==> src/rtl/mrsf_pkg.sv <==
// ----------------------------------------------------------------------------
// mrsf_pkg
// Shared types, constants and the exp root table for the regime filter.
// ----------------------------------------------------------------------------
`default_nettype none

package mrsf_pkg;

    localparam int FRAC_BITS = 16;
    localparam int REGIMES   = 9;
    localparam int FEAT_W    = 24;
    localparam int POST_W    = 17;
    localparam int LOGIT_W   = 40;
    localparam int DVD_W     = LOGIT_W + 8;
    localparam int DVS_W     = 34;
    localparam int Z_W       = 54;
    localparam int TEMP_W    = 16;

    localparam logic [TEMP_W-1:0] TEMP_RESET  = 16'd256;
    localparam logic [POST_W-1:0] UNIFORM_Q16 = 17'd7282;
    localparam logic [POST_W-1:0] POST_ONE    = 17'd65536;
    localparam logic [21:0]       D_MAX       = 22'd2097152;
    localparam logic [33:0]       LN2_Q16     = 34'd45426;
    localparam logic [33:0]       LOG2E_Q16   = 34'd94548;
    localparam logic [33:0]       K015_Q16    = 34'd9830;

    typedef struct packed {
        logic signed [FEAT_W-1:0] spread_press;
        logic signed [FEAT_W-1:0] cxl_add_ratio;
        logic signed [FEAT_W-1:0] aggressor_imbalance;
        logic signed [FEAT_W-1:0] slope_delta;
        logic signed [FEAT_W-1:0] vacuum_score;
        logic signed [FEAT_W-1:0] touch_cxl;
        logic [1:0]               event_class;
    } in_t;

    typedef struct packed {
        logic [POST_W-1:0] post_normal;
        logic [POST_W-1:0] post_event_shock;
        logic [POST_W-1:0] post_vacuum;
        logic [POST_W-1:0] post_stop_cascade;
        logic [POST_W-1:0] post_prop_flatten;
        logic [POST_W-1:0] post_book_rebuild;
        logic [POST_W-1:0] post_chop;
        logic [POST_W-1:0] post_trend;
        logic [POST_W-1:0] post_spread_press;
    } out_t;

    localparam logic [1:0] EV_NONE    = 2'd0;
    localparam logic [1:0] EV_SHOCK   = 2'd1;
    localparam logic [1:0] EV_FLATTEN = 2'd2;
    localparam logic [1:0] EV_NEWS    = 2'd3;

    typedef logic signed [LOGIT_W-1:0] logit_t;
    typedef logit_t [REGIMES-1:0] logit_vec_t;

    typedef struct packed {
        logic             start;
        logic [DVD_W-1:0] dividend;
        logic [DVS_W-1:0] divisor;
    } div_req_t;

    typedef struct packed {
        logic             done;
        logic [DVD_W-1:0] quotient;
    } div_rsp_t;

    typedef logic [31:0] root_tab_t [16];

    function automatic logic [63:0] isqrt64(input logic [63:0] v);
        logic [63:0] x;
        logic [63:0] r;
        logic [63:0] b;
        x = v;
        r = 64'd0;
        b = 64'd1 << 62;
        for (int k = 0; k < 32; k++)
        begin
            if (x >= r + b)
            begin
                x = x - (r + b);
                r = (r >> 1) + b;
            end
            else
            begin
                r = r >> 1;
            end
            b = b >> 2;
        end
        return r;
    endfunction

    function automatic root_tab_t build_roots();
        root_tab_t   tab;
        logic [63:0] r;
        r = isqrt64(64'd1 << 59);
        for (int k = 0; k < 16; k++)
        begin
            tab[k] = r[31:0];
            r = isqrt64(r << 30);
        end
        return tab;
    endfunction

    localparam root_tab_t ROOT_TAB = build_roots();

endpackage

`default_nettype wire

==> src/rtl/mrsf_div.sv <==
// ----------------------------------------------------------------------------
// mrsf_div
// Radix-2 restoring unsigned divider, one quotient bit per cycle.
// ----------------------------------------------------------------------------
`default_nettype none

module mrsf_div (
    input  wire                 clk,
    input  wire                 rst_n,
    input  mrsf_pkg::div_req_t  req,
    output mrsf_pkg::div_rsp_t  rsp
);

    localparam int DVD_W = mrsf_pkg::DVD_W;
    localparam int DVS_W = mrsf_pkg::DVS_W;
    localparam int CNT_W = $clog2(DVD_W);

    logic             busy_reg;
    logic             done_reg;
    logic [CNT_W-1:0] cnt_reg;
    logic [DVS_W-1:0] rem_reg;
    logic [DVD_W-1:0] quo_reg;
    logic [DVS_W-1:0] dvs_reg;

    logic [DVS_W:0]   rem_s;
    logic             ge;
    logic [DVS_W:0]   rem_d;

    always_comb
    begin
        rem_s = {rem_reg, quo_reg[DVD_W-1]};
        ge    = rem_s >= {1'b0, dvs_reg};
        rem_d = ge ? rem_s - {1'b0, dvs_reg} : rem_s;
    end

    always_ff @(posedge clk or negedge rst_n)
    begin
        if (!rst_n)
        begin
            busy_reg <= 1'b0;
            done_reg <= 1'b0;
            cnt_reg  <= '0;
        end
        else
        begin
            done_reg <= 1'b0;
            if (req.start)
            begin
                busy_reg <= 1'b1;
                cnt_reg  <= '0;
            end
            else if (busy_reg)
            begin
                cnt_reg <= cnt_reg + 1'b1;
                if (cnt_reg == CNT_W'(DVD_W - 1))
                begin
                    busy_reg <= 1'b0;
                    done_reg <= 1'b1;
                end
            end
        end
    end

    always_ff @(posedge clk)
    begin
        if (req.start)
        begin
            rem_reg <= '0;
            quo_reg <= req.dividend;
            dvs_reg <= req.divisor;
        end
        else if (busy_reg)
        begin
            rem_reg <= rem_d[DVS_W-1:0];
            quo_reg <= {quo_reg[DVD_W-2:0], ge};
        end
    end

    assign rsp.done     = done_reg;
    assign rsp.quotient = quo_reg;

endmodule

`default_nettype wire

==> config.mk <==
export PLATFORM = sky130hd
export DESIGN_NAME = mrsf_div
export DESIGN_NICKNAME = d
export VERILOG_FILES = /design/src/rtl/mrsf_pkg.sv /design/src/rtl/mrsf_div.sv
export SDC_FILE = /design/constraint.sdc
export NUM_CORES = 1
export LEC_CHECK = 0
export ABC_AREA = 1
export BUFFER_PORTS_ARGS = -buffer_cell sky130_fd_sc_hd__buf_2
export CELL_PAD_IN_SITES_DETAIL_PLACEMENT = 0
export CELL_PAD_IN_SITES_GLOBAL_PLACEMENT = 2
export CORE_ASPECT_RATIO = 1.25
export CORE_MARGIN = 2
export CORE_UTILIZATION = 34
export DETAILED_ROUTE_END_ITERATION = 10
export GPL_ROUTABILITY_DRIVEN = 0
export GPL_TIMING_DRIVEN = 0
export PLACE_DENSITY = 0.93
export SYNTH_ARGS = -nofsm -noshare
export SYNTH_HDL_FRONTEND = slang
export SYNTH_SLANG_ARGS = --single-unit
==> constraint.sdc <==
create_clock -name clk -period 6 [get_ports clk]
set_clock_uncertainty 0.2 [all_clocks]
set_input_delay 0.3 -clock clk [delete_from_list [all_inputs] [get_ports clk]]
set_output_delay 0.3 -clock clk [all_outputs]
set_load 0.01 [all_outputs]
==> reports/qor.txt <==
GRT overflow: 0
Post-route ant nets: 0
Fin crit period: 2.71 ns
Wirelength, routed: 23100 um
Diodes inserted: 0
Syn Inst Count: 1074
Multiplexer share of the synthesized area: 0
Critical path class: reg2reg
Vias per cell: 4.57
Main synth FF type: edfxtp_1
Count of final hold-check violations: 0
Clk Latency, worst-skew pair: 0.42 ns
Final setup fails: 0
Part of the power in combinational logic: 0.425
Highest Clock Rate: 369 MHz
Max reg flops: 48
Routed len/inst: 14.4 um
Num Clock Sinks: 124
# fillers: 2300
# IOs: 134
Worst path required time: 6.11 ns
Simple-gate share of the synthesized area: 0.343
Largest family of logic cells by synthesized area: simple AND/OR/NAND/NOR gates
Synthesized area: 0.00779 mm^2
Vias: 7329
Starting Density: 0.348
Mapped Nets: 1195
Global-route wire length before repair: 37100 um
Hold WS: 0.0751 ns
Status: finished, final reports clean
Fraction of final layout cells sized beyond drive strength 1: 0.155
Netlist cell types: 40
Net count, final: 1429
Max_cap viols: 0
FF-to-FF path depth: 16
Die Span Y: 173 um
Fraction of registers with async set/reset: 0.0645
Xor-xnor portion of the synthesized cell area: 0.0202
Compound-Gate Fraction of Synth Area: 0.0432
Post-Synth Adder-Cell Area: 0.0588
#FFs+latches synth: 124
Pin count of the biggest net entering global routing: 58
DR pass1 iterations: 5
Cell Rows: 61
Max-slew headroom: 0.411
CTS root buffer: clkbuf_16
Die W: 139 um
Syn_area_per_cell: 7.25 um^2
Pleak: 5.37 nW
Worst Path Max Fanout: 4
Final worst-path cycle share: 0.452
Worst VDD drop: 0.000191 V
Initial DRC Count: 310
Max clock buf depth: 2
Post-DP HPWL: 17100 um
Sequential Power Share: 0.300
Port Buffers: 133
Worst setup EP type: register
Switching share of power: 0.405
H-tree levels: 4
Least-Margin Pin Slew: 0.883 ns
Clock share of power: 0.275
Total negative slack: 0 ns
Die Area: 0.0241 mm^2
Worst EP arrival: 2.82 ns
Clock Pin Slew Worst Setup and Hold Paths: 0.06 ns
GRT Total Usage: 0.194
Core footprint: 0.0224 mm^2
Hold WC Path Type: in2async
Initial antenna violation count: 0
RSZ-0062 raised after global routing: false
Layout area overhead: 31.1%
CTS Buf Count: 17
Vias in the first global route: 7400
Worst Setup Start Kind: register
Internal power: 0.00225 W
Post-synth EDFFs: 82
CTS tree: done
Post_cts resized: 0
Synth Warn #: 0
Net switching power: 0.00153 W
Max Slew Vio Count: 0
Seq/Total Area, Yosys: 0.429
# DRC: 0
Pwr dens: 371 mW/mm^2
-- cell usage in the layout, fill, tap and decap left out, types with 6 or more instances in the layout --
cell / n
xnor2_1: 17
dlygate4sd3_1: 82
nand3b_1: 21
dfxtp_1: 34
nor3_1: 8
inv_6: 6
o21ai_0: 13
edfxtp_1: 82
nor2_1: 51
a21oi_1: 27
clkbuf_1: 11
o21ai_1: 9
nand2_2: 6
clkbuf_16: 17
buf_2: 136
inv_1: 173
dfrtp_1: 8
nand3_1: 75
ha_1: 35
nand2_1: 451
nand4_1: 6
-- power groups by stage --
stage               logic (W)  registers (W)  clock network (W)
detailed placement    0.00157        0.00115                  0
finish                0.00161        0.00114            0.00104
global placement      0.00157        0.00115                  0
floorplan             0.00114        0.00115                  0
CTS                   0.00162        0.00113            0.00106
global route          0.00183        0.00115            0.00109
-- synthesized netlist by cell type, drive strengths merged (4+ instances only) --
library cell	number	area (um^2)
inv	176	661
edfxtp	82	2460
nand2	459	1760
nand4	6	37.5
nor3	9	50.1
dfrtp	8	200
a21oi	28	144
buf	15	116
xnor2	17	149
o21bai	4	30.0
clkbuf	12	45.0
dfxtp	34	681
nand3	78	405
o21ai	24	128
nor2	57	239
nand3b	21	158
ha	35	438
-- kinds of logic (layout without fill, tap and decap cells) --
kind of cell	count (synthesis)	count (layout)
flip-flops	124	124
adder cells (fa/ha/maj)	36	36
AND/OR/NAND/NOR	633	633
buffers and inverters	203	450
AO/OA/AOI/OAI	60	60
XOR/XNOR	18	18
-- per-stage QoR --
step	setup slack, ns	instance area (um^2)	util	total power, W	std cells
2_1_floorplan	3.11	7790	-	0.00228	1074
3_3_place_gp	1.23	8810	0.394	0.00272	1490
3_5_place_dp	2.86	8810	0.394	0.00272	1490
4_1_cts	3.28	10200	0.456	0.00381	1604
5_1_grt	3.05	10200	0.456	0.00408	1604
6_report	3.29	10200	0.456	0.00378	1604
-- critical path, stage by stage (launching register included) --
cell      delay (ns)
edfxtp_1        0.38
inv_1           0.09
ha_1            0.22
inv_1           0.10
fa_1            0.47
nand2_1         0.11
nand3_1         0.08
nand3_1         0.08
nand2_1         0.13
nand2_1         0.09
nand2_1         0.17
nand2_1         0.15
nand3b_1        0.09
nand2_1         0.07
nand2_1         0.05
nand3_1         0.07
nand2_1         0.05
-- what timing repair did --
| item | 4_1_cts | 5_1_grt |
|---|---|---|
| hold buffers | 82 | 0 |
| buffers inserted | 0 | 0 |
| hold endpoints to repair | 89 | 0 |
-- final timing paths --
check	slack, ns	from	endpoint
max	3.29	quo_reg[47]$_DFFE_PP_	rem_reg[24]$_SDFFE_PP0P_
min	0.08	rst_n	cnt_reg[0]$_DFFE_PN0P_
max reg2reg	3.29	quo_reg[47]$_DFFE_PP_	rem_reg[24]$_SDFFE_PP0P_
min reg2reg	0.27	rem_reg[27]$_SDFFE_PP0P_	rem_reg[27]$_SDFFE_PP0P_
max in group asynchronous	5.36	rst_n	cnt_reg[4]$_DFFE_PN0P_
min in group clk	0.08	req[34]	quo_reg[0]$_DFFE_PP_
-- layout make-up --
type	count	area (um^2)	share of cell area
Multi-Input combinational cell	747	3620	0.355
Clock inverter	15	150	0.0147
Sequential cell	124	3340	0.328
Clock buffer	17	425	0.0417
Buffer	27	165	0.0162
Tap cell	283	354	0.0347
Timing Repair Buffer	215	1490	0.146
Inverter	176	661	0.0647
-- per-layer routing --
layer | share of wire | global-route usage | vias up
met4 | 0.027 | 0.0694 | 0
li1 | - | - | 3823
met3 | 0.062 | 0.0474 | 38
met5 | 0 | 0 | -
met1 | 0.42 | 0.230 | 3289
met2 | 0.49 | 0.341 | 179
No activity file was read; power rests on OpenSTA's default activity.
