<file path="config.mk">
export PLATFORM = sky130hd
export DESIGN_NAME = mrsf_front
export DESIGN_NICKNAME = d
export VERILOG_FILES = /design/src/rtl/mrsf_pkg.sv /design/src/rtl/mrsf_front.sv
export SDC_FILE = /design/constraint.sdc
export NUM_CORES = 2
export LEC_CHECK = 0
export ABC_AREA = 1
export BUFFER_PORTS_ARGS = -buffer_cell sky130_fd_sc_hd__buf_2
export CORE_MARGIN = 2
export CORE_UTILIZATION = 60
export DETAILED_ROUTE_END_ITERATION = 8
export GPL_ROUTABILITY_DRIVEN = 0
export PLACE_DENSITY_LB_ADDON = 0.08
export REMOVE_ABC_BUFFERS = 1
export SKIP_CTS_REPAIR_TIMING = 1
export SLEW_MARGIN = 20
export SYNTH_ARGS = -nofsm -noshare
export SYNTH_HDL_FRONTEND = slang
export SYNTH_SLANG_ARGS = --single-unit
export TNS_END_PERCENT = 100
</file>
<file path="constraint.sdc">
create_clock -name clk -period 18.1 [get_ports clk]
set_input_delay 3.62 -clock clk [delete_from_list [all_inputs] [get_ports clk]]
set_output_delay 3.62 -clock clk [all_outputs]
set_load 0.02 [all_outputs]
</file>
<file path="src/rtl/mrsf_pkg.sv">
// ----------------------------------------------------------------------------
// mrsf_pkg
// Shared types, constants and the exp root table for the regime filter.
// ----------------------------------------------------------------------------
`default_nettype none

package mrsf_pkg;

    localparam int FRAC_BITS = 16;
    localparam int REGIMES   = 9;
    localparam int FEAT_W    = 24;
    localparam int POST_W    = 17;
    localparam int LOGIT_W   = 40;
    localparam int DVD_W     = LOGIT_W + 8;
    localparam int DVS_W     = 34;
    localparam int Z_W       = 54;
    localparam int TEMP_W    = 16;

    localparam logic [TEMP_W-1:0] TEMP_RESET  = 16'd256;
    localparam logic [POST_W-1:0] UNIFORM_Q16 = 17'd7282;
    localparam logic [POST_W-1:0] POST_ONE    = 17'd65536;
    localparam logic [21:0]       D_MAX       = 22'd2097152;
    localparam logic [33:0]       LN2_Q16     = 34'd45426;
    localparam logic [33:0]       LOG2E_Q16   = 34'd94548;
    localparam logic [33:0]       K015_Q16    = 34'd9830;

    typedef struct packed {
        logic signed [FEAT_W-1:0] spread_press;
        logic signed [FEAT_W-1:0] cxl_add_ratio;
        logic signed [FEAT_W-1:0] aggressor_imbalance;
        logic signed [FEAT_W-1:0] slope_delta;
        logic signed [FEAT_W-1:0] vacuum_score;
        logic signed [FEAT_W-1:0] touch_cxl;
        logic [1:0]               event_class;
    } in_t;

    typedef struct packed {
        logic [POST_W-1:0] post_normal;
        logic [POST_W-1:0] post_event_shock;
        logic [POST_W-1:0] post_vacuum;
        logic [POST_W-1:0] post_stop_cascade;
        logic [POST_W-1:0] post_prop_flatten;
        logic [POST_W-1:0] post_book_rebuild;
        logic [POST_W-1:0] post_chop;
        logic [POST_W-1:0] post_trend;
        logic [POST_W-1:0] post_spread_press;
    } out_t;

    localparam logic [1:0] EV_NONE    = 2'd0;
    localparam logic [1:0] EV_SHOCK   = 2'd1;
    localparam logic [1:0] EV_FLATTEN = 2'd2;
    localparam logic [1:0] EV_NEWS    = 2'd3;

    typedef logic signed [LOGIT_W-1:0] logit_t;
    typedef logit_t [REGIMES-1:0] logit_vec_t;

    typedef struct packed {
        logic             start;
        logic [DVD_W-1:0] dividend;
        logic [DVS_W-1:0] divisor;
    } div_req_t;

    typedef struct packed {
        logic             done;
        logic [DVD_W-1:0] quotient;
    } div_rsp_t;

    typedef logic [31:0] root_tab_t [16];

    function automatic logic [63:0] isqrt64(input logic [63:0] v);
        logic [63:0] x;
        logic [63:0] r;
        logic [63:0] b;
        x = v;
        r = 64'd0;
        b = 64'd1 << 62;
        for (int k = 0; k < 32; k++)
        begin
            if (x >= r + b)
            begin
                x = x - (r + b);
                r = (r >> 1) + b;
            end
            else
            begin
                r = r >> 1;
            end
            b = b >> 2;
        end
        return r;
    endfunction

    function automatic root_tab_t build_roots();
        root_tab_t   tab;
        logic [63:0] r;
        r = isqrt64(64'd1 << 59);
        for (int k = 0; k < 16; k++)
        begin
            tab[k] = r[31:0];
            r = isqrt64(r << 30);
        end
        return tab;
    endfunction

    localparam root_tab_t ROOT_TAB = build_roots();

endpackage

`default_nettype wire

</file>
<file path="src/rtl/mrsf_front.sv">
// ----------------------------------------------------------------------------
// mrsf_front
// Accepts feature items and forms the nine boosted regime logits.
// ----------------------------------------------------------------------------
`default_nettype none

module mrsf_front #(
    parameter int FRAC_BITS = mrsf_pkg::FRAC_BITS
) (
    input  wire                   clk,
    input  wire                   rst_n,
    input  wire                   item_valid,
    output logic                  item_stall,
    input  mrsf_pkg::in_t         item,
    output logic                  push,
    output mrsf_pkg::logit_vec_t  push_data,
    input  wire                   q_ready
);

    localparam int LW = mrsf_pkg::LOGIT_W;
    localparam int PW = 2 * mrsf_pkg::FEAT_W + 1;

    localparam logic signed [LW-1:0] ONE    = LW'(64'sd1 <<< FRAC_BITS);
    localparam logic signed [LW-1:0] HALF   = LW'((64'sd1 <<< FRAC_BITS) / 2);
    localparam logic signed [LW-1:0] ONE_P5 = LW'(3 * (64'sd1 <<< FRAC_BITS) / 2);
    localparam logic signed [LW-1:0] ONE_P2 = LW'((12 * (64'sd1 <<< FRAC_BITS) + 5) / 10);
    localparam logic signed [LW-1:0] TWO    = LW'(2 * (64'sd1 <<< FRAC_BITS));
    localparam logic signed [LW-1:0] THREE  = LW'(3 * (64'sd1 <<< FRAC_BITS));

    logic                 valid_reg;
    mrsf_pkg::logit_vec_t lg_reg;
    mrsf_pkg::logit_vec_t lg;

    logic signed [LW-1:0] ss, cr, ai, sc, vs, nc;
    logic signed [LW-1:0] mag_ai, mag_sc;
    logic signed [LW-1:0] ss_m1, ss_m15, cr_m15, ss_m12;
    logic signed [LW-1:0] pos_ss1, pos_ss15, pos_cr15, pos_ss12;
    logic signed [PW-2:0] prod;
    logic signed [PW-1:0] nprod;
    logic signed [PW-1:0] nshift;
    logic                 accept;

    always_comb
    begin
        ss = LW'(item.spread_press);
        cr = LW'(item.cxl_add_ratio);
        ai = LW'(item.aggressor_imbalance);
        sc = LW'(item.slope_delta);
        vs = LW'(item.vacuum_score);
        nc = LW'(item.touch_cxl);

        mag_ai = ai[LW-1] ? -ai : ai;
        mag_sc = sc[LW-1] ? -sc : sc;

        ss_m1  = ss - ONE;
        ss_m15 = ss - ONE_P5;
        cr_m15 = cr - ONE_P5;
        ss_m12 = ss - ONE_P2;
        pos_ss1  = (ss_m1  > 0) ? ss_m1  : '0;
        pos_ss15 = (ss_m15 > 0) ? ss_m15 : '0;
        pos_cr15 = (cr_m15 > 0) ? cr_m15 : '0;
        pos_ss12 = (ss_m12 > 0) ? ss_m12 : '0;

        prod   = item.slope_delta * item.aggressor_imbalance;
        nprod  = -PW'(prod);
        nshift = nprod >>> FRAC_BITS;

        lg[0] = -mag_ai - pos_ss1;
        lg[1] = pos_ss15 + 2 * mag_sc;
        lg[2] = 3 * vs + pos_ss1;
        lg[3] = 2 * mag_ai + pos_cr15;
        lg[4] = '0;
        lg[5] = (nshift > 0) ? LW'(nshift) : '0;
        lg[6] = -mag_ai + (mag_sc >>> 1);
        lg[7] = ((3 * mag_ai) >>> 1) - mag_sc;
        lg[8] = 2 * pos_ss12;

        case (item.event_class)
            mrsf_pkg::EV_SHOCK:
            begin
                lg[1] = lg[1] + TWO;
                lg[8] = lg[8] + ONE;
            end
            mrsf_pkg::EV_FLATTEN:
            begin
                lg[4] = lg[4] + THREE;
                lg[0] = lg[0] - ONE;
            end
            mrsf_pkg::EV_NEWS:
            begin
                lg[4] = lg[4] + ONE_P5;
            end
            default:
            begin
            end
        endcase

        if (nc > HALF)
        begin
            lg[1] = lg[1] + HALF;
            lg[2] = lg[2] + HALF;
        end
    end

    assign push       = valid_reg && q_ready;
    assign item_stall = valid_reg && !q_ready;
    assign accept     = item_valid && !item_stall;
    assign push_data  = lg_reg;

    always_ff @(posedge clk or negedge rst_n)
    begin
        if (!rst_n)
        begin
            valid_reg <= 1'b0;
        end
        else if (accept)
        begin
            valid_reg <= 1'b1;
        end
        else if (push)
        begin
            valid_reg <= 1'b0;
        end
    end

    always_ff @(posedge clk)
    begin
        if (accept)
        begin
            lg_reg <= lg;
        end
    end

endmodule

`default_nettype wire

</file>
==> summary.md <==
| Metric | Value |
|---|---|
| Initial Utilization | `60.48%` |
| Critical Path Source Type | `input port` |
| # clock sinks | `314` |
| Synthesis Warnings | `0` |
| Most frequent cell on the critical path | `fa_1` |
| CP delay by family, top | `adder cells` |
| CP Capture Type | `flop` |
| Nets | `8950` |
| Setup-failing EPs final | `0` |
| Metal2 WL | `76300 µm` |
| Status | `complete, no violations` |
| Worst-path fanout max | `43` |
| Post-route clock skew | `22.38 ps` |
| CTS Buffer Depth | `3` |
| Initial antenna violation count | `7` |
| Root Driver | `clkbuf_16` |
| Fillers | `8020` |
| Clock Pin Slew Worst Setup and Hold Paths | `60 ps` |
| Syn avg cell area | `7.631 µm²` |
| Row Count | `110` |
| DP HPWL | `132900 µm` |
| Period utilization | `62.73%` |
| CP Buf/Inv Count | `6` |
| Num CTS Buffers | `37` |
| CTS tree | `yes` |
| Met3 Wirelength | `10090 µm` |
| Flip-flop count of the largest register, all copies and words added | `313` |
| Slew headroom | `22.06%` |
| CTS H-Tree Depth | `2` |
| Via count | `47683` |
| Initial DRC count | `3189` |
| Top Layer Used | `met5` |
| Vias in the first global route | `48245` |
| Maxcap violations | `0` |
| Drt drc | `0` |
| WP data required | `18440 ps` |
| First-pass GRT wire length | `248800 µm` |
| Die X | `305.0 µm` |
| Met1 WL | `59140 µm` |
| Die ar. | `0.09302 mm²` |
| RSZ-0062 raised after global routing | `no` |
| EDFF count, synth | `313` |
| Syn-to-layout area delta | `9.143%` |
| Fin Setup TNS | `0 ps` |
| Endpoints failing hold | `0` |
| Die Span Y | `305.0 µm` |
| Largest net degree at the start of global routing | `71` |
| Fin crit period | `11350 ps` |
| PortBufs | `473` |
| Post-synthesis async set-or-reset flop share | `0.3185%` |
| GRT Overall Usage | `33.90%` |
| Worst hold path type | `flop to flop` |
| Slowest-stage cell, CP | `fa_1` |
| Skew-Pair Late Insertion Delay | `610 ps` |
| Drt pass-1 iters | `5` |
| Post-Syn Area | `0.05435 mm²` |
| Slew Viols, Final | `0` |
| Reg area | `0.009424 mm²` |
| CP max stage delay | `880 ps` |
| Fmax | `0.08807 GHz` |
| Cell count after synthesis | `7123` |
| I/O pin cnt | `512` |
| Worst slew pin tran | `1165 ps` |
| Seq/Total Area, Yosys | `17.34%` |
| Share of cells above drive strength 1 | `8.944%` |
| Final ANT Viol Nets | `0` |
| Multi-input gate area | `0.03869 mm²` |
| Routed wire per std cell | `17.64 µm` |
| DRT Wirelength | `156100 µm` |
| Critical Path AT | `11690 ps` |
| Setup CP Type | `input port to flop` |
| GRT overflow | `0` |
| Flops & latches, synth | `314` |
| Core region area | `0.08987 mm²` |
| Distinct cells, synth | `73` |
| Top_reg_cell synth | `edfxtp_1` |
| Vias/cell | `5.387` |
==> final timing paths <==
path | startpoint | end | slack (ps) | depth (start not counted)
max | item[73] | push_data[210]$_SDFFCE_PP0P_ | 6750 | 29
min | valid_reg$_DFFE_PN0P_ | valid_reg$_DFFE_PN0P_ | 490 | 2
max reg2reg | valid_reg$_DFFE_PN0P_ | push_data[325]$_SDFFCE_PP0P_ | 14530 | 6
min reg2reg | valid_reg$_DFFE_PN0P_ | valid_reg$_DFFE_PN0P_ | 490 | 2
max in group asynchronous | rst_n | valid_reg$_DFFE_PN0P_ | 15250 | 1
min in group asynchronous | rst_n | valid_reg$_DFFE_PN0P_ | 2770 | 1
==> worst reg2reg max path, stage by stage (launching register included) <==
cell	delay [ps]
dfrtp_1	370
nand2_1	80
inv_1	70
nor2_4	520
buf_4	460
buf_4	740
buf_4	860
==> layer usage <==
metal  vias up  GRT usage (%)
li1      22767              -
met1     22614          39.93
met2      1790          59.20
met3       510          4.207
met4         2          20.50
met5         -              0
==> layout make-up <==
type | count | area share, %
antenna | 5 | 0.02109
multi-input combinational | 5200 | 65.21
timing repair buffer | 499 | 4.319
tap | 1176 | 2.480
inverter | 1593 | 10.08
sequential | 314 | 15.89
clock inverter | 21 | 0.3670
clock buffer | 43 | 1.635
==> through the flow <==
| stage | hold slack [ps] | instance area, µm² | utilization, % | instances | worst slack [ps] |
|---|---|---|---|---|---|
| floorplan | 459.9 | 54080 | - | 7107 | 313.1 |
| global placement | 475.5 | 58120 | 64.67 | 8782 | 6258 |
| detailed placement | 480.0 | 58120 | 64.67 | 8782 | 6143 |
| CTS | 493.8 | 59310 | 65.99 | 8846 | 6767 |
| global route | 545.1 | 59320 | 66.01 | 8851 | 6255 |
| finish | 488.6 | 59320 | 66.01 | 8851 | 6746 |
==> cells in the mapped netlist (51+ instances only) <==
cell / number / area (µm²)
a21oi_1: 346 / 1732
nor2_1: 615 / 2308
fa_1: 642 / 12850
nand4_1: 75 / 469.2
o21ai_0: 189 / 945.9
inv_1: 1576 / 5916
edfxtp_1: 313 / 9399
nand3_1: 254 / 1271
xnor2_1: 98 / 858.3
buf_4: 51 / 382.9
xor2_1: 236 / 2067
clkbuf_1: 104 / 390.4
nand2_1: 1645 / 6175
ha_1: 513 / 6419
==> cells by family after synthesis <==
kind of cell / Yosys count / share of synthesized area [%]
AND/OR/NAND/NOR: 2787 / 21.31
buffers and inverters: 1804 / 12.85
adder cells (fa/ha/maj): 1155 / 35.45
AO/OA/AOI/OAI: 720 / 7.435
XOR/XNOR: 340 / 5.582
flip-flops: 314 / 17.34
other: 2 / 0.01382
multiplexers: 1 / 0.01842
==> layout by cell type (no fill, tap or decap), types with 23 or more instances in the layout <==
cell | netlist | routed
ha_1 | 513 | 513
nor2_1 | 615 | 614
fa_1 | 642 | 642
a21oi_1 | 346 | 346
nand3_1 | 254 | 254
o21ai_0 | 189 | 189
o21bai_1 | 23 | 23
a21o_1 | 26 | 26
nand2_1 | 1645 | 1645
xnor2_1 | 98 | 98
nor3_1 | 49 | 49
buf_4 | 51 | 26
buf_2 | 8 | 473
nand2_2 | 25 | 25
a31oi_1 | 39 | 39
clkbuf_16 | 0 | 38
conb_1 | 2 | 197
edfxtp_1 | 313 | 313
nand4_1 | 75 | 75
nor2_2 | 33 | 33
inv_1 | 1576 | 1576
xor2_1 | 236 | 236
Power is not shown: default switching activity piles up to over one toggle a cycle in this logic, so the estimate is an artifact.
